**config.mk**
```make
export PLATFORM = sky130hd
export DESIGN_NAME = ethernet_link_header_parser_top
export DESIGN_NICKNAME = d
export VERILOG_FILES = /design/src/design/elhp_pkg.sv /design/src/design/ethernet_link_header_parser_top.sv /design/src/design/elhp_step.sv
export SDC_FILE = /design/constraint.sdc
export NUM_CORES = 1
export LEC_CHECK = 0
export BUFFER_PORTS_ARGS = -buffer_cell sky130_fd_sc_hd__buf_2
export CORE_MARGIN = 1
export CORE_UTILIZATION = 35
export CTS_BUF_LIST = sky130_fd_sc_hd__clkbuf_16
export CTS_CLUSTER_DIAMETER = 80
export DETAILED_ROUTE_END_ITERATION = 10
export PLACE_DENSITY_LB_ADDON = 0.08
export SYNTH_ARGS = -nofsm -noshare
export SYNTH_HDL_FRONTEND = slang
export SYNTH_SLANG_ARGS = --single-unit
```
**constraint.sdc**
```tcl
create_clock -name clk -period 20.8 [get_ports clk]
set_clock_uncertainty 0.2 [all_clocks]
set_input_delay 2.08 -clock clk [delete_from_list [all_inputs] [get_ports clk]]
set_output_delay 2.08 -clock clk [all_outputs]
set_load 0.005 [all_outputs]
```
**src/design/elhp_pkg.sv**
```systemverilog
// Shared types, constants and helpers for the Ethernet link header parser.
// Used by elhp_step and ethernet_link_header_parser_top; depends on nothing else.
package elhp_pkg;

    localparam int MAX_HEADER_BYTES_DEF = 2047;
    localparam int HB_W                 = 11;

    typedef enum logic [2:0] {
        PH_ETH,
        PH_FP,
        PH_VLAN,
        PH_PPPOE,
        PH_MPLS,
        PH_MPLS_IP,
        PH_ENCAP,
        PH_DONE
    } phase_t;

    localparam logic [3:0] ERR_OK          = 4'd0;
    localparam logic [3:0] ERR_TRUNC_FP    = 4'd1;
    localparam logic [3:0] ERR_TRUNC_LINK  = 4'd2;
    localparam logic [3:0] ERR_PPPOE_NONIP = 4'd3;
    localparam logic [3:0] ERR_NON_IP      = 4'd4;
    localparam logic [3:0] ERR_MPLS_NO_IP  = 4'd5;
    localparam logic [3:0] ERR_ENCAP_SHORT = 4'd6;
    localparam logic [3:0] ERR_ENCAP_NO_IP = 4'd7;
    localparam logic [3:0] ERR_TOO_LONG    = 4'd8;

    localparam logic [1:0] L3_NONE    = 2'd0;
    localparam logic [1:0] L3_IPV4    = 2'd1;
    localparam logic [1:0] L3_IPV6    = 2'd2;
    localparam logic [1:0] L3_ARP     = 2'd3;

    localparam logic [15:0] ETH_FABRIC  = 16'h8903;
    localparam logic [15:0] ETH_VLAN_Q  = 16'h8100;
    localparam logic [15:0] ETH_VLAN_AD = 16'h9100;
    localparam logic [15:0] ETH_PPPOE   = 16'h8864;
    localparam logic [15:0] ETH_MPLS    = 16'h8847;
    localparam logic [15:0] ETH_IPV4    = 16'h0800;
    localparam logic [15:0] ETH_IPV6    = 16'h86DD;
    localparam logic [15:0] ETH_ARP     = 16'h0806;
    localparam logic [15:0] ETH_RARP    = 16'h8035;
    localparam logic [15:0] PPP_IPV4    = 16'h0021;
    localparam logic [15:0] PPP_IPV6    = 16'h0057;

    localparam logic [3:0] IP_VERSION_4 = 4'd4;
    localparam logic [3:0] IP_VERSION_6 = 4'd6;

    // Per-frame parse context; offset and header start live beside it
    // because their width follows the header length limit.
    typedef struct packed {
        phase_t      phase;
        logic [15:0] field_shift;
        logic [15:0] cur_type;
        logic [11:0] outer_vlan;
        logic [11:0] inner_tag;
        logic [11:0] tag_vid;
        logic        vlan_seen;
        logic [1:0]  proto_kind;
        logic [7:0]  enc_len;
    } frame_state_t;

    typedef struct packed {
        logic [1:0]      l3_kind;
        logic [15:0]     ethertype;
        logic [11:0]     outer_vlan_id;
        logic [11:0]     inner_vid;
        logic [HB_W-1:0] header_bytes;
        logic [3:0]      error_code;
    } result_t;

    localparam frame_state_t FRAME_CLEAR = '{
        phase:       PH_ETH,
        field_shift: 16'h0000,
        cur_type:    16'h0000,
        outer_vlan:  12'h000,
        inner_tag:   12'h000,
        tag_vid:     12'h000,
        vlan_seen:   1'b0,
        proto_kind:  L3_NONE,
        enc_len:     8'h00
    };

    function automatic logic [1:0] version_kind(input logic [3:0] ver);
        logic [1:0] kind;
        kind = L3_NONE;
        if (ver == IP_VERSION_4)
        begin
            kind = L3_IPV4;
        end
        else if (ver == IP_VERSION_6)
        begin
            kind = L3_IPV6;
        end
        return kind;
    endfunction

endpackage

```
**src/design/ethernet_link_header_parser_top.sv**
```systemverilog
// Pipeline: a frame byte accepted on s_axis is held in the input register, parsed
// from there, and its result, if any, loaded into the result register for m_axis.
// Throughput: one byte per cycle while m_axis is not stalled; the single parse step
// between the input register and the result register is the only work on a byte.
// Reset: asynchronous, active low; clears the frame context, empties both
// registers and sets encap_length to zero. Depends on elhp_pkg and elhp_step.
module ethernet_link_header_parser_top
    import elhp_pkg::*;
#(
    parameter int MAX_HEADER_BYTES = MAX_HEADER_BYTES_DEF
)
(
    input  logic        clk,
    input  logic        rst_n,
    input  logic        cfg_we,
    input  logic [7:0]  cfg_wdata,       // encap_length
    input  logic        s_axis_tvalid,
    output logic        s_axis_tready,
    input  logic [7:0]  s_axis_tdata,    // [7:0] data_byte
    input  logic        s_axis_tlast,    // last_byte
    output logic        m_axis_tvalid,
    input  logic        m_axis_tready,
    // [15:0] final_ethertype, [27:16] outer VLAN ID, [39:28] inner VLAN ID,
    // [50:40] header_bytes, [54:51] error_code, [55] zero
    output logic [55:0] m_axis_tdata,
    output logic [1:0]  m_axis_tuser     // [1:0] l3_kind
);

    localparam int OFS_W = $clog2(MAX_HEADER_BYTES + 2);

    logic             in_valid_reg;
    logic [7:0]       in_data_reg;
    logic             in_last_reg;
    logic             out_valid_reg;
    result_t          res_reg;
    logic [7:0]       encap_len_reg;
    frame_state_t     frame_reg;
    frame_state_t     frame_next;
    logic [OFS_W-1:0] hdr_start_reg;
    logic [OFS_W-1:0] hdr_start_next;
    logic [OFS_W-1:0] offset_reg;
    logic [OFS_W-1:0] offset_next;
    logic             step_emit;
    result_t          step_result;
    logic             advance;
    logic             process;

    assign advance       = !out_valid_reg || m_axis_tready;
    assign process       = in_valid_reg && advance;
    assign s_axis_tready = !in_valid_reg || advance;

    elhp_step #(
        .MAX_HEADER_BYTES(MAX_HEADER_BYTES)
    ) u_step (
        .frame          (frame_reg),
        .hdr_start      (hdr_start_reg),
        .offset         (offset_reg),
        .data_byte      (in_data_reg),
        .last_byte      (in_last_reg),
        .encap_length   (encap_len_reg),
        .frame_next     (frame_next),
        .hdr_start_next (hdr_start_next),
        .offset_next    (offset_next),
        .emit           (step_emit),
        .result         (step_result)
    );

    always_ff @(posedge clk or negedge rst_n)
    begin
        if (!rst_n)
        begin
            encap_len_reg <= 8'h00;
        end
        else if (cfg_we)
        begin
            encap_len_reg <= cfg_wdata;
        end
    end

    always_ff @(posedge clk or negedge rst_n)
    begin
        if (!rst_n)
        begin
            in_valid_reg  <= 1'b0;
            out_valid_reg <= 1'b0;
            frame_reg     <= FRAME_CLEAR;
            hdr_start_reg <= '0;
            offset_reg    <= '0;
        end
        else
        begin
            if (s_axis_tready)
            begin
                in_valid_reg <= s_axis_tvalid;
            end
            if (advance)
            begin
                out_valid_reg <= process && step_emit;
            end
            if (process)
            begin
                frame_reg     <= frame_next;
                hdr_start_reg <= hdr_start_next;
                offset_reg    <= offset_next;
            end
        end
    end

    always_ff @(posedge clk)
    begin
        if (s_axis_tready && s_axis_tvalid)
        begin
            in_data_reg <= s_axis_tdata;
            in_last_reg <= s_axis_tlast;
        end
        if (process && step_emit)
        begin
            res_reg <= step_result;
        end
    end

    assign m_axis_tvalid = out_valid_reg;
    assign m_axis_tuser  = res_reg.l3_kind;
    assign m_axis_tdata  = {1'b0, res_reg.error_code, res_reg.header_bytes,
                            res_reg.inner_vid, res_reg.outer_vlan_id, res_reg.ethertype};

`ifndef NO_ASSERTIONS
    // A processed last byte always returns the parser to the start of a frame.
    assert property (@(posedge clk) disable iff (!rst_n)
        process && in_last_reg |=> frame_reg.phase == PH_ETH && offset_reg == '0)
        else $error("frame context not cleared after last byte");

    // A finished frame cannot stay open past its last byte: it always reports.
    assert property (@(posedge clk) disable iff (!rst_n)
        process && in_last_reg && frame_reg.phase != PH_DONE |-> step_emit)
        else $error("frame ended without a result");

    // Error results carry no protocol and no header length.
    assert property (@(posedge clk) disable iff (!rst_n)
        m_axis_tvalid && res_reg.error_code != ERR_OK
        |-> res_reg.l3_kind == L3_NONE && res_reg.header_bytes == '0)
        else $error("error result with protocol or length");

    // A successful result always names a layer three protocol.
    assert property (@(posedge clk) disable iff (!rst_n)
        m_axis_tvalid && res_reg.error_code == ERR_OK |-> res_reg.l3_kind != L3_NONE)
        else $error("good result without a protocol");
`endif

endmodule

```
**src/design/elhp_step.sv**
```systemverilog
// Per-byte next-state and result logic of the link header parser.
// Purely combinational; depends on elhp_pkg.
module elhp_step
    import elhp_pkg::*;
#(
    parameter int MAX_HEADER_BYTES = MAX_HEADER_BYTES_DEF
)
(
    input  frame_state_t                                  frame,
    input  logic [$clog2(MAX_HEADER_BYTES + 2)-1:0]       hdr_start,
    input  logic [$clog2(MAX_HEADER_BYTES + 2)-1:0]       offset,
    input  logic [7:0]                                    data_byte,
    input  logic                                          last_byte,
    input  logic [7:0]                                    encap_length,
    output frame_state_t                                  frame_next,
    output logic [$clog2(MAX_HEADER_BYTES + 2)-1:0]       hdr_start_next,
    output logic [$clog2(MAX_HEADER_BYTES + 2)-1:0]       offset_next,
    output logic                                          emit,
    output result_t                                       result
);

    localparam int OFS_W = $clog2(MAX_HEADER_BYTES + 2);
    localparam int REL_W = (OFS_W > 9) ? OFS_W : 9;

    frame_state_t     upd;
    logic [OFS_W-1:0] upd_hs;
    logic [3:0]       err;
    logic             do_disp;
    logic             refeed;
    logic [REL_W-1:0] rel;
    logic [REL_W-1:0] enc_end;

    // Parse step: the current element, the dispatch on its type, and the
    // first byte of the element that starts at this same byte.
    always_comb
    begin
        upd     = frame;
        upd_hs  = hdr_start;
        emit    = 1'b0;
        err     = ERR_OK;
        do_disp = 1'b0;
        refeed  = 1'b0;
        rel     = REL_W'(offset) - REL_W'(hdr_start);
        enc_end = REL_W'(frame.enc_len) + REL_W'(20);

        if (frame.phase != PH_DONE)
        begin
            if (offset > OFS_W'(MAX_HEADER_BYTES))
            begin
                emit = 1'b1;
                err  = ERR_TOO_LONG;
            end
            else
            begin
                case (frame.phase)
                    PH_ETH:
                    begin
                        if (rel == REL_W'(12) || rel == REL_W'(13))
                        begin
                            upd.field_shift = {frame.field_shift[7:0], data_byte};
                        end
                        if (rel == REL_W'(13))
                        begin
                            upd.cur_type = upd.field_shift;
                            upd_hs       = OFS_W'(14);
                            if (upd.cur_type == ETH_FABRIC)
                            begin
                                upd.field_shift = '0;
                                upd.phase       = PH_FP;
                            end
                            else
                            begin
                                do_disp = 1'b1;
                            end
                        end
                    end
                    PH_FP:
                    begin
                        if (rel == REL_W'(14) || rel == REL_W'(15))
                        begin
                            upd.field_shift = {frame.field_shift[7:0], data_byte};
                        end
                        if (rel == REL_W'(16))
                        begin
                            upd.cur_type = upd.field_shift;
                            upd_hs       = offset;
                            do_disp      = 1'b1;
                            refeed       = 1'b1;
                        end
                    end
                    PH_VLAN:
                    begin
                        if (rel == REL_W'(0))
                        begin
                            upd.tag_vid = {8'h00, data_byte[3:0]};
                        end
                        else if (rel == REL_W'(1))
                        begin
                            upd.tag_vid = {frame.tag_vid[3:0], data_byte};
                        end
                        else if (rel == REL_W'(2) || rel == REL_W'(3))
                        begin
                            upd.field_shift = {frame.field_shift[7:0], data_byte};
                        end
                        if (rel == REL_W'(4))
                        begin
                            if (frame.vlan_seen)
                            begin
                                upd.inner_tag = frame.tag_vid;
                            end
                            else
                            begin
                                upd.outer_vlan = frame.tag_vid;
                            end
                            upd.vlan_seen = 1'b1;
                            upd.cur_type  = frame.field_shift;
                            upd_hs        = offset;
                            do_disp       = 1'b1;
                            refeed        = 1'b1;
                        end
                    end
                    PH_PPPOE:
                    begin
                        if (rel == REL_W'(6) || rel == REL_W'(7))
                        begin
                            upd.field_shift = {frame.field_shift[7:0], data_byte};
                        end
                        if (rel == REL_W'(8))
                        begin
                            upd.cur_type = frame.field_shift;
                            upd_hs       = offset;
                            if (frame.field_shift == PPP_IPV4)
                            begin
                                upd.proto_kind = L3_IPV4;
                                do_disp        = 1'b1;
                                refeed         = 1'b1;
                            end
                            else if (frame.field_shift == PPP_IPV6)
                            begin
                                upd.proto_kind = L3_IPV6;
                                do_disp        = 1'b1;
                                refeed         = 1'b1;
                            end
                            else
                            begin
                                emit = 1'b1;
                                err  = ERR_PPPOE_NONIP;
                            end
                        end
                    end
                    PH_MPLS:
                    begin
                        if (rel == REL_W'(2))
                        begin
                            upd.field_shift = {15'h0000, data_byte[0]};
                        end
                        if (rel == REL_W'(4))
                        begin
                            upd_hs = offset;
                            // Bottom of stack: the IP header starts right here.
                            if (frame.field_shift[0])
                            begin
                                upd.phase = PH_MPLS_IP;
                            end
                            upd.field_shift = '0;
                            refeed          = 1'b1;
                        end
                    end
                    PH_MPLS_IP:
                    begin
                        if (rel == REL_W'(0))
                        begin
                            upd.field_shift = {12'h000, data_byte[7:4]};
                        end
                        if (rel == REL_W'(20))
                        begin
                            upd.proto_kind = version_kind(upd.field_shift[3:0]);
                            emit           = 1'b1;
                            err = (upd.proto_kind == L3_NONE) ? ERR_MPLS_NO_IP : ERR_OK;
                        end
                    end
                    PH_ENCAP:
                    begin
                        if (rel == REL_W'(frame.enc_len))
                        begin
                            upd.field_shift = {12'h000, data_byte[7:4]};
                        end
                        if (rel == enc_end)
                        begin
                            upd_hs = OFS_W'(REL_W'(hdr_start) + REL_W'(frame.enc_len));
                            upd.proto_kind = version_kind(upd.field_shift[3:0]);
                            emit           = 1'b1;
                            err = (upd.proto_kind == L3_NONE) ? ERR_ENCAP_NO_IP : ERR_OK;
                        end
                    end
                    default:
                    begin
                        upd = frame;
                    end
                endcase

                if (do_disp)
                begin
                    upd.field_shift = '0;
                    if (upd.cur_type inside {ETH_VLAN_Q, ETH_VLAN_AD})
                    begin
                        upd.phase = PH_VLAN;
                    end
                    else if (upd.cur_type == ETH_PPPOE)
                    begin
                        upd.phase = PH_PPPOE;
                    end
                    else if (upd.cur_type == ETH_MPLS)
                    begin
                        upd.phase = PH_MPLS;
                    end
                    else
                    begin
                        if (upd.proto_kind == L3_NONE)
                        begin
                            if (upd.cur_type == ETH_IPV4)
                            begin
                                upd.proto_kind = L3_IPV4;
                            end
                            else if (upd.cur_type == ETH_IPV6)
                            begin
                                upd.proto_kind = L3_IPV6;
                            end
                            else if (upd.cur_type inside {ETH_ARP, ETH_RARP})
                            begin
                                upd.proto_kind = L3_ARP;
                            end
                            else
                            begin
                                emit = 1'b1;
                                err  = ERR_NON_IP;
                            end
                        end
                        if (!emit)
                        begin
                            if (encap_length != 8'h00)
                            begin
                                upd.enc_len = encap_length;
                                upd.phase   = PH_ENCAP;
                            end
                            else
                            begin
                                emit = 1'b1;
                            end
                        end
                    end
                end

                // The byte that closes one element is also byte zero of the next.
                if (refeed && !emit)
                begin
                    if (upd.phase == PH_VLAN)
                    begin
                        upd.tag_vid = {8'h00, data_byte[3:0]};
                    end
                    else if (upd.phase == PH_MPLS_IP)
                    begin
                        upd.field_shift = {12'h000, data_byte[7:4]};
                    end
                end
            end

            if (!emit && last_byte && upd.phase != PH_DONE)
            begin
                emit = 1'b1;
                case (upd.phase)
                    PH_FP:      err = ERR_TRUNC_FP;
                    PH_MPLS_IP: err = ERR_MPLS_NO_IP;
                    PH_ENCAP:   err = ERR_ENCAP_SHORT;
                    default:    err = ERR_TRUNC_LINK;
                endcase
            end

            if (emit)
            begin
                upd.phase = PH_DONE;
            end
        end
    end

    always_comb
    begin
        result.l3_kind       = (err == ERR_OK) ? upd.proto_kind : L3_NONE;
        result.ethertype     = upd.cur_type;
        result.outer_vlan_id = upd.outer_vlan;
        result.inner_vid     = upd.inner_tag;
        result.header_bytes  = (err == ERR_OK) ? HB_W'(upd_hs) : '0;
        result.error_code    = err;
    end

    always_comb
    begin
        if (last_byte)
        begin
            frame_next     = FRAME_CLEAR;
            hdr_start_next = '0;
            offset_next    = '0;
        end
        else
        begin
            frame_next     = upd;
            hdr_start_next = upd_hs;
            offset_next    = (offset <= OFS_W'(MAX_HEADER_BYTES)) ? offset + OFS_W'(1) : offset;
        end
    end

endmodule
```
# Word-level counts from Yosys, hierarchy flattened
# Cells that the tools add are included.
totals:
  register_bits: 182
  in_bits: 22
  output_inout_bits: 60
  wordCells: 278
classes:
  n_addsub: 4
  magnitude_cmp: 2
  eq_ne: 53
  n_mux: 157
  reduce_logical: 39
op_table:
  columns: ["operator", "count"]
  rows:
  - ["$mux 16", 25]
  - ["$mux 82", 4]
  - ["$mux 12", 16]
  - ["$eq 16x16->1 const B", 7]
  - ["$pmux 16 s7", 1]
  - ["$mux 19", 5]
  - ["$pmux 16 s4", 1]
  - ["$eq 12x4->1 const B", 5]
  - ["$mux 4", 15]
  - ["$pmux 12 s5", 1]
  - ["$mux 2", 24]
  - ["$mux 1", 40]
  - ["$mux 10", 4]
  - ["$mux 40", 1]
  - ["$mux 37", 1]
  - ["$eq 12x3->1 const B", 3]
  - ["$mux 35", 1]
  - ["$eq 16x12->1 const B", 2]
  - ["$mux 3", 9]
  - ["$eq 12x2->1 const B", 2]
  - ["$eq 12x5->1 const B", 2]
  - ["$eq 3x3->1 const B", 6]
  - ["$reduce_and 9->1", 2]
  - ["$eq 16x6->1 const B", 1]
  - ["38 further kinds", 77]

# Depth between registers and ports, before layout
# Gate-level depths: netlist of the first run.
depth:
  depth_word: 45
  mapped_depth: 23
  mapped_depth_nobuf: 18

# Hierarchy
# A second synthesis of the first run with hierarchy kept.
hier_totals:
  cells_unflattened: 1255
  area_unflattened_um2: 12401.9
modules_own_cells:
  columns: ["mod", "instances", "cells_each", "area_each_um2", "seq_area_each_um2"]
  rows:
  - ["ethernet_link_header_parser_top", 1, 319, 6478.7, 4884.7]
  - ["elhp_step", 1, 936, 5923.2, 0.0]

# Least setup slack after synthesis of the first run
# Ideal clock, no wire load.
synth_path:
  path_type: "register -> register"
  start: "register offset_reg[0]"
  end: "register out_valid_reg, in the netlist m_axis_tvalid"
  setup_time_ns: 0.093
  t_arrival_ns: 9.364
  required_ns: 20.507
  path_slack_ns: 11.143
  path_stages_with_launch: 18
  n_path_buf: 0
  period_less_slack_ns: 9.657
  cell_sequence: "dfrtp_1 inv_1 ha_1 fa_1 nor2b_1 o2111ai_1 and3b_1 xnor3_1 or4_1 nor4_2 mux2i_1 nor2_1 or4_4 a311oi_4 a31oi_4 o21bai_4 a311oi_1 or2_2"
synth_between:
  elab_chain_len: 41
  word_cells_on_any_way: 121
  cone_classes: "add/sub: 1; order compare: 1; eq/ne: 24; mux: 85; reduce/logical: 10"
synth_lines:
  columns: ["item", "line", "rtl"]
  rows:
  - ["start: declaration", "ethernet_link_header_parser_top.sv:41", "logic [OFS_W-1:0] offset_reg;"]
  - ["start signal: assignment", "ethernet_link_header_parser_top.sv:104", "offset_reg <= offset_next;"]
  - ["parallel branches: the longest is 37 deep, another holds $sub 12x12->12", null, null]
  - ["$mux 1 *", "elhp_step.sv:268", "if (!emit && last_byte && upd.phase != PH_DONE)"]
  - ["$mux 1 * (2 in a row)", "elhp_step.sv:46", "if (frame.phase != PH_DONE)"]
  - ["$logic_and 1x1->1 *", "ethernet_link_header_parser_top.sv:98", "out_valid_reg <= process && step_emit;"]
  - ["end signal: assignment", "ethernet_link_header_parser_top.sv:98", null]
  - ["end: declaration", "ethernet_link_header_parser_top.sv:34", "logic out_valid_reg;"]
# Every way passes the cells marked *. The select of a mux whose other input is x is not followed.
# A chain may end at the register's enable or synchronous reset.

# Final worst setup path of the first run
layout_path:
  start: "register hdr_start_reg[4]"
  end: "register res_reg, in the netlist m_axis_tdata[13], enable pin"
layout_between:
  elab_chain_len: 41
  word_cells_on_any_way: 120
  cone_classes: "add/sub: 1; eq/ne: 24; mux: 85; reduce/logical: 10"
layout_lines:
  columns: ["item", "line", "rtl"]
  rows:
  - ["start: declaration", "ethernet_link_header_parser_top.sv:39", "logic [OFS_W-1:0] hdr_start_reg;"]
  - ["start signal: assignment", "ethernet_link_header_parser_top.sv:103", "hdr_start_reg <= hdr_start_next;"]
  - ["$sub 12x12->12 *", "elhp_step.sv:43", "rel = REL_W'(offset) - REL_W'(hdr_start);"]
  - ["parallel branches: the longest is 36 deep, another holds $mux 16", null, null]
  - ["$mux 1 *", "elhp_step.sv:268", null]
  - ["$mux 1 * (2 in a row)", "elhp_step.sv:46", null]
  - ["$logic_and 1x1->1 *", "ethernet_link_header_parser_top.sv:116", "if (process && step_emit)"]
  - ["end signal: assignment", "ethernet_link_header_parser_top.sv:118", "res_reg <= step_result;"]
  - ["end: declaration", "ethernet_link_header_parser_top.sv:35", "result_t res_reg;"]
# Marks and branches as above.

==> key figures, run 1 <==
Final layout
  – Max FFs per register: 82
  – ANT cells: 0
  – Commonest non-fill, non-tap cell in the layout: dfrtp_1
  – Final Instance Area: 12800 µm²
  – Layout area overhead: 11.8%
  – NumNets Final: approximately 1300
  – Share of cells above drive strength 1: 15.7%
  – Commonest cells after routing, fill and taps aside: dfrtp_1 (116), o21ai_0 (107), nand2_1 (105), nor2_1 (81), a21oi_1 (81)

Floorplan
  – Initial core utilization: 35.9%
  – Rows: 65
  – Die height: ~180 µm
  – Core footprint: 31800 µm²
  – Die area: 33300 µm²
  – Ports: a little over 80
  – Die Wd: 183 µm

GRT
  – Antenna violations before repair: 1
  – GRT Residual Overflow: 0
  – Vias in the first global route: 9744
  – GR Util All Layers: 24.4%
  – First-pass GRT wire length: 61100 µm
  – Largest net degree at the start of global routing: 63

Yosys
  – Most used DFF post-synth: dfrtp_1
  – Mean Syn Cell Area: between 9 and 10 µm²
  – #FFs+latches synth: between 150 and 200
  – Seq/Total Area, Yosys: 42.8%
  – Synth Area in Adders: 2.65%
  – Combinational family with the most area after synthesis: compound AO/OA/AOI/OAI gates
  – Xor/xnor share of the synthesized area: 2.77%
  – Synth warnings: 0
  – Simple-Gate Fraction of Synth Area: 18.1%
  – Count of cell types in the netlist: 96
  – Mux contribution to synthesized area: 3.71%
  – Post-synth EDFFs: 66
  – Synthesized instance count: 1212
  – Compound-Gate Fraction of Synth Area: 25.6%
  – Synth Cell Area: 11400 µm²
  – Synth Net Count: approximately 1300
  – Async S/R FF share, synth: 63.7%

Place
  – Placed cell areas: around 12000 µm²
  – Buffers on Ports: 80
  – Routability Congestion: 0.930
  – DP HPWL: 28700 µm

Timing
  – FMAX: roughly 0.14 GHz
  – Unrepaired setup endpoints after global routing: false
  – Slew headroom: about 24%
  – Post-layout min period: 7.15 ns
  – Tightest Pin Transition: 1.13 ns
  – Crit share post-route: 34.4%
  – Final setup TNS: 0 ns
  – Final setup vio count: 0
  – Final-report max-slew violation count: 0
  – Final hold vios: 0

Detailed routing
  – Number of remaining DRC errors: 0
  – DRT Pass-1 Iters: 6
  – Final ANT Viol Nets: 0
  – Initial DRC count: 1115
  – Vias: slightly above 10000
  – Average wire per cell in the routed design: 23.1 µm
  – Vias per cell: 5.98
  – Final wirelength: approximately 39000 µm

Worst setup path
  – Critical Path AT: 7.03 ns
  – Critical path data required time: 20.68 ns
  – Crit start category: register
  – Register-to-register setup slack: 13.65 ns
  – Critical path class: register to register
  – Crit-path max FO: 57
  – Endpoint type of the worst setup path: register

Clock network
  – Post-CTS Repair Setup Buffers: 0
  – Clock Tree Buf Depth: 2
  – Clk_lat worst skew: 0.47 ns
  – Sink Count: between 150 and 200
  – CTS tree: built
  – CTS Hold Bufs: 0
  – # resized after CTS: 0
  – Root buf cell: clkbuf_16
  – CTS buffer count: 17
  – Clock Pin Slew Worst Setup and Hold Paths: 0.08 ns
  – Total number of H-tree levels: 4

Power
  – Peak VDD IR: ~0.061 mV
  – Pwr/cell area: about 84 nW/µm²
  – Pleak: 0.00528 µW

Status
  – Status: complete, no violations

Flow run
  – Max-cap violations: 0

Hold path
  – Worst hold path type: register to register
## worst max-delay path: stages, from the launching register on
cell,delay [ns]
dfrtp_1,0.38
inv_1,0.07
ha_1,0.45
a21o_4,0.31
a31o_1,0.23
or3_1,0.49
a222oi_1,0.53
and3_1,0.75
and4_1,0.85
a221o_1,0.27
a211oi_1,0.11
and3_1,0.30
a311oi_4,0.36
a31oi_4,0.16
o21bai_4,0.25
a311oi_4,0.33
buf_4,0.66
## path summary, 6_finish.rpt
check	cells after the start	start	to
max in group asynchronous	2	rst_n	frame_reg[23]$_DFFE_PN0P_
min in group asynchronous	1	rst_n	frame_reg[0]$_DFFE_PN0P_
setup / recovery	16	hdr_start_reg[4]$_DFFE_PN0P_	m_axis_tdata[13]$_DFFE_PP_
hold / removal	1	frame_reg[43]$_DFFE_PN0P_	frame_reg[43]$_DFFE_PN0P_
setup reg to reg	16	hdr_start_reg[4]$_DFFE_PN0P_	m_axis_tdata[13]$_DFFE_PP_
hold reg to reg	1	frame_reg[43]$_DFFE_PN0P_	frame_reg[43]$_DFFE_PN0P_
## metrics by stage
| stage | hold WS (ns) | total power [µW] | util (%) | worst slack [ns] | std cells |
|---|---|---|---|---|---|
| after floorplan | 0.267 | 642 | - | 11.14 | 1212 |
| after global routing | 0.314 | 1120 | 40.1 | 13.35 | 1699 |
| after CTS | 0.307 | 1070 | 40.1 | 13.77 | 1699 |
| after detailed placement | 0.286 | 748 | 38.3 | 13.80 | 1667 |
| final | 0.301 | 1070 | 40.1 | 13.65 | 1699 |
| after global placement | 0.282 | 751 | 38.3 | 13.95 | 1667 |
## layout make-up
| cell class | instances | area (µm²) |
|---|---|---|
| clock inverter | 15 | 145 |
| fill | 3192 | 19000 |
| sequential | 182 | 4880 |
| inverter | 41 | 154 |
| tap | 435 | 544 |
| timing repair buffer | 97 | 531 |
| clock buffer | 17 | 425 |
| multi-input combinational | 912 | 6070 |
## routing by layer
| metal | track usage (%) | routed length [µm] |
|---|---|---|
| met5 | 0 | 0 |
| met4 | 7.09 | 804 |
| met3 | 4.51 | 2590 |
| met2 | 35.8 | 16800 |
| met1 | 36.1 | 19100 |
## cell families after synthesis
kind of cell / count (synthesis)
AO/OA/AOI/OAI: 420
AND/OR/NAND/NOR: 400
flip-flops: 182
buffers and inverters: 118
multiplexers: 39
XOR/XNOR: 29
adder cells (fa/ha/maj): 23
other: 1
## report_power, final
group	switching [µW]	total (µW)	internal, µW
registers	13.3	400	386
clock network	153	321	168
logic	250	350	99.4
total	417	1070	654
## cells in the mapped netlist, types with 16 or more instances
| master | number | share of area, % |
|---|---|---|
| a21o_1 | 18 | 1.2 |
| a21oi_1 | 81 | 3.6 |
| a22o_1 | 61 | 4.7 |
| a22oi_1 | 17 | 1.1 |
| and3_1 | 16 | 0.88 |
| clkbuf_1 | 58 | 1.9 |
| dfrtp_1 | 116 | 25 |
| edfxtp_1 | 66 | 17 |
| ha_1 | 21 | 2.3 |
| inv_1 | 40 | 1.3 |
| mux2_2 | 26 | 2.6 |
| nand2_1 | 106 | 3.5 |
| nand3_1 | 37 | 1.6 |
| nand4_1 | 22 | 1.2 |
| nor2_1 | 82 | 2.7 |
| nor3_1 | 23 | 1.0 |
| nor4_1 | 17 | 0.93 |
| o21ai_0 | 109 | 4.8 |
Power figures use the tool's default switching activity.
==> inputs of run 2 (changes only) <==
--- a/config.mk
+++ b/config.mk
@@ -5,6 +5,7 @@
 export SDC_FILE = /design/constraint.sdc
 export NUM_CORES = 1
 export LEC_CHECK = 0
+export ABC_AREA = 1
 export BUFFER_PORTS_ARGS = -buffer_cell sky130_fd_sc_hd__buf_2
 export CORE_MARGIN = 1
 export CORE_UTILIZATION = 35
==> constraint.sdc (replaced) <==
create_clock -name clk -period 5.9 [get_ports clk]
set_clock_uncertainty 0.2 [all_clocks]
set_input_delay 0.59 -clock clk [delete_from_list [all_inputs] [get_ports clk]]
set_output_delay 0.59 -clock clk [all_outputs]
set_load 0.005 [all_outputs]
==> run 2 against run 1 <==
Power grew to 5.5 times the previous value. Sequential cell count unchanged. Worst setup slack got worse by 13 ns. Critical path depth rose by 19. Via count up 22%. Synthesized cell count rose by 45%. First-iteration DRC count down 6.1%. Synthesized area rose by 10%.
==> key figures, run 2 <==
Status
  – Status: complete, no violations

Floorplan
  – Die Wd: 191 µm (+4.9%)
  – Die height: 191 µm (+4.9%)
  – Die area: 36600 µm² (+10%)
  – Rows: 69 (+6.2%)
  – Ports: 82 (unchanged)
  – Core footprint: 35500 µm² (+12%)
  – Initial core utilization: 35.4% (-0.48 points)

Clock network
  – Clk_lat worst skew: 0.47 ns (about the same)
  – Clock Tree Buf Depth: 2 (unchanged)
  – CTS buffer count: 17 (unchanged)
  – Total number of H-tree levels: 4 (unchanged)
  – Root buf cell: clkbuf_16
  – Sink Count: 182 (unchanged)
  – CTS tree: built
  – Clock Pin Slew Worst Setup and Hold Paths: 0.08 ns (about the same)

Detailed routing
  – DRT Pass-1 Iters: 7 (+1)
  – Average wire per cell in the routed design: 20.1 µm (-13%)
  – Initial DRC count: 1047 (-6.1%)
  – Final wirelength: 47300 µm (+20%)
  – Vias per cell: 5.27 (-12%)
  – Final ANT Viol Nets: 0 (unchanged)
  – Vias: 12400 (+22%)
  – Number of remaining DRC errors: 0 (unchanged)

Place
  – Dpl cells: 2301 (+38%)
  – DP HPWL: 35900 µm (+25%)
  – Routability Congestion: 0.986 (+6.0%)
  – Setup WS pre-CTS: 0.162 ns (-13.64 ns)
  – Buffers on Ports: 80 (unchanged)

Timing
  – Crit share post-route: 93.7% (+59 points)
  – Setup WS post-layout: 0.374 ns (-13.28 ns)
  – Post-layout min period: 5.53 ns (-1.62 ns)
  – Final-report max-slew violation count: 0 (unchanged)
  – FMAX: 0.181 GHz (+29%)
  – Worst hold slack: 0.0868 ns (-0.214 ns)
  – Final hold vios: 0 (unchanged)
  – Slew headroom: 33.9% (+9.7 points)
  – Tightest Pin Transition: 0.989 ns (-0.139 ns)
  – Final setup TNS: 0 ns (unchanged)
  – Unrepaired setup endpoints after global routing: false
  – Final setup vio count: 0 (unchanged)

Worst setup path
  – Critical path data required time: 5.87 ns (-14.81 ns)
  – Crit start category: register
  – CP dominant cell by count: nand2_1
  – CP max stage delay: 0.40 ns (-0.45 ns)
  – Critical path class: register to register
  – CP max stage cell: fa_1
  – Critical Path AT: 5.50 ns (-1.53 ns)
  – Endpoint type of the worst setup path: register
  – Crit-path max FO: 20 (-65%)

Power
  – Design internal power: 3060 µW (+370%)
  – Clock share of power: 20.2% (-9.8 points)
  – Net Switching: 2820 µW (+580%)
  – Switching part of the total: 47.9% (+9.0 points)
  – Peak VDD IR: 0.362 mV (+490%)
  – Pwr/cell area: 402 nW/µm² (+380%)
  – Pleak: 0.00704 µW (+33%)
  – Share of power burned in registers: 27.2% (-10 points)
  – Total power: 5880 µW (+450%)
  – Logic pwr share: 52.6% (+20 points)

Yosys
  – Mean Syn Cell Area: 7.14 µm² (-24%)
  – Synth Net Count: 1805 (+44%)
  – #FFs+latches synth: 182 (unchanged)
  – Async S/R FF share, synth: 63.7% (unchanged)
  – Cell with the most instances after synthesis: nand2_1
  – Synth Cell Area: 12600 µm² (+10%)
  – Synth area leaders: dfrtp_1 (23%), edfxtp_1 (16%), nand2_1 (13%), inv_1 (8.3%), o21ai_0 (6.4%)
  – Synth warnings: 0 (unchanged)
  – Count of cell types in the netlist: 60 (-38%)
  – Synthesized instance count: 1760 (+45%)
  – Most used DFF post-synth: dfrtp_1
  – Cell taking the most area after synthesis: dfrtp_1
  – Commonest cells in the netlist: nand2_1 (437), inv_1 (278), o21ai_0 (160)
  – Share of the synthesized area in the top cell type: 23.1% (-2.3 points)
  – Post-synth EDFFs: 66 (unchanged)
  – Seq/Total Area, Yosys: 38.9% (-3.9 points)

Final layout
  – Non-filler cells in the finished layout: 2353 (+38%)
  – Share of cells above drive strength 1: 15.0% (-0.71 points)
  – Commonest cells after routing, fill and taps aside: nand2_1 (432), inv_1 (279), o21ai_0 (158), nor2_1 (142), dfrtp_1 (116)
  – Commonest non-fill, non-tap cell in the layout: nand2_1
  – NumNets Final: 1924 (+48%)
  – ANT cells: 0 (unchanged)
  – Layout area overhead: 16.4%
  – Max FFs per register: 82 (unchanged)

GRT
  – Vias in the first global route: 11700 (+20%)
  – GR Util All Layers: 26.1% (+1.8 points)
  – Largest net degree at the start of global routing: 60 (-4.8%)
  – First-pass GRT wire length: 70900 µm (+16%)
  – Antenna violations before repair: 0 (-1)
  – GRT Residual Overflow: 0 (unchanged)

Hold path
  – Worst hold path type: input port to register

Flow run
  – Max-cap violations: 0 (unchanged)
## run 2: worst max-delay path, delay by kind of cell, from the launching register on
| family | cells | cell delay [ns] |
|---|---|---|
| flops | 1 | 0.39 |
| buf+inv | 7 | 1.02 |
| simple gates | 25 | 2.84 |
| fa+ha+maj | 2 | 0.62 |
| compound gates | 1 | 0.15 |
## run 2: final cells by class
cell class,instances,area [µm²]
well taps,461,577
flip-flops and latches,182,4880
clock inverters,15,159
multi-input cells,1234,6450
inverters,293,1110
repair buffers,151,1020
fillers,3776,20900
clock buffers,17,425
## run 2: what timing repair did
action                                  4_1_cts  5_1_grt
gates resized for setup                       0       37
endpoints found under the hold margin        12        0
hold buffers                                  1        0
setup buffers                                 0       15
endpoints found under the setup margin        0       86
## run 2: metrics by stage
stage	utilization, %	area, µm²
after floorplan	-	12600
after global placement	38.6	13700
after detailed placement	38.6	13700
after CTS	40.3	14300
after global routing	41.2	14600
final	41.2	14600
## run 2: cell families (layout without fill, tap and decap cells)
family | after synthesis | after routing | share of synthesized area (%)
and+or+nand+nor | 827 | 829 | 29.7
AOI/OAI and AO/OA | 361 | 361 | 16.6
buffers and inverters | 346 | 476 | 11.0
DFF | 182 | 182 | 38.9
adders and majority gates | 23 | 23 | 2.41
xor gates and xnor gates | 20 | 20 | 1.39
other | 1 | 1 | 0.0299
## run 2: per-layer routing
| layer | part of all wire [%] | GRT usage (%) | up-vias | wire [µm] |
|---|---|---|---|---|
| li1 | - | - | 6083 | - |
| met5 | 0 | 0 | - | 0 |
| met2 | 45 | 41.0 | 361 | 21400 |
| met3 | 5.1 | 4.20 | 60 | 2410 |
| met4 | 2.2 | 7.72 | 0 | 1030 |
| met1 | 47 | 36.7 | 5895 | 22500 |
## run 2: worst paths after layout
| check | startpoint | endpoint | slack, ns | cells past startpoint |
|---|---|---|---|---|
| worst max-delay path | offset_reg[0]$_DFFE_PN0P_ | m_axis_tdata[52]$_DFFE_PP_ | 0.37 | 35 |
| worst min register to register | hdr_start_reg[11]$_DFFE_PN0P_ | hdr_start_reg[11]$_DFFE_PN0P_ | 0.30 | 1 |
| worst min-delay path | s_axis_tdata[6] | in_data_reg[6]$_DFFE_PP_ | 0.09 | 1 |
| max in group asynchronous | rst_n | offset_reg[3]$_DFFE_PN0P_ | 4.09 | 3 |
| worst max register to register | offset_reg[0]$_DFFE_PN0P_ | m_axis_tdata[52]$_DFFE_PP_ | 0.37 | 35 |
| min in group asynchronous | rst_n | frame_reg[65]$_DFFE_PN0P_ | 0.32 | 2 |
## run 2: power groups by stage
stage / sequential, µW / clock, µW / combinational, µW
finish: 1600 / 1190 / 3090
CTS: 1600 / 1210 / 2710
floorplan: 1560 / 0 / 1890
global placement: 1620 / 0 / 2710
global route: 1620 / 1260 / 3370
detailed placement: 1620 / 0 / 2700
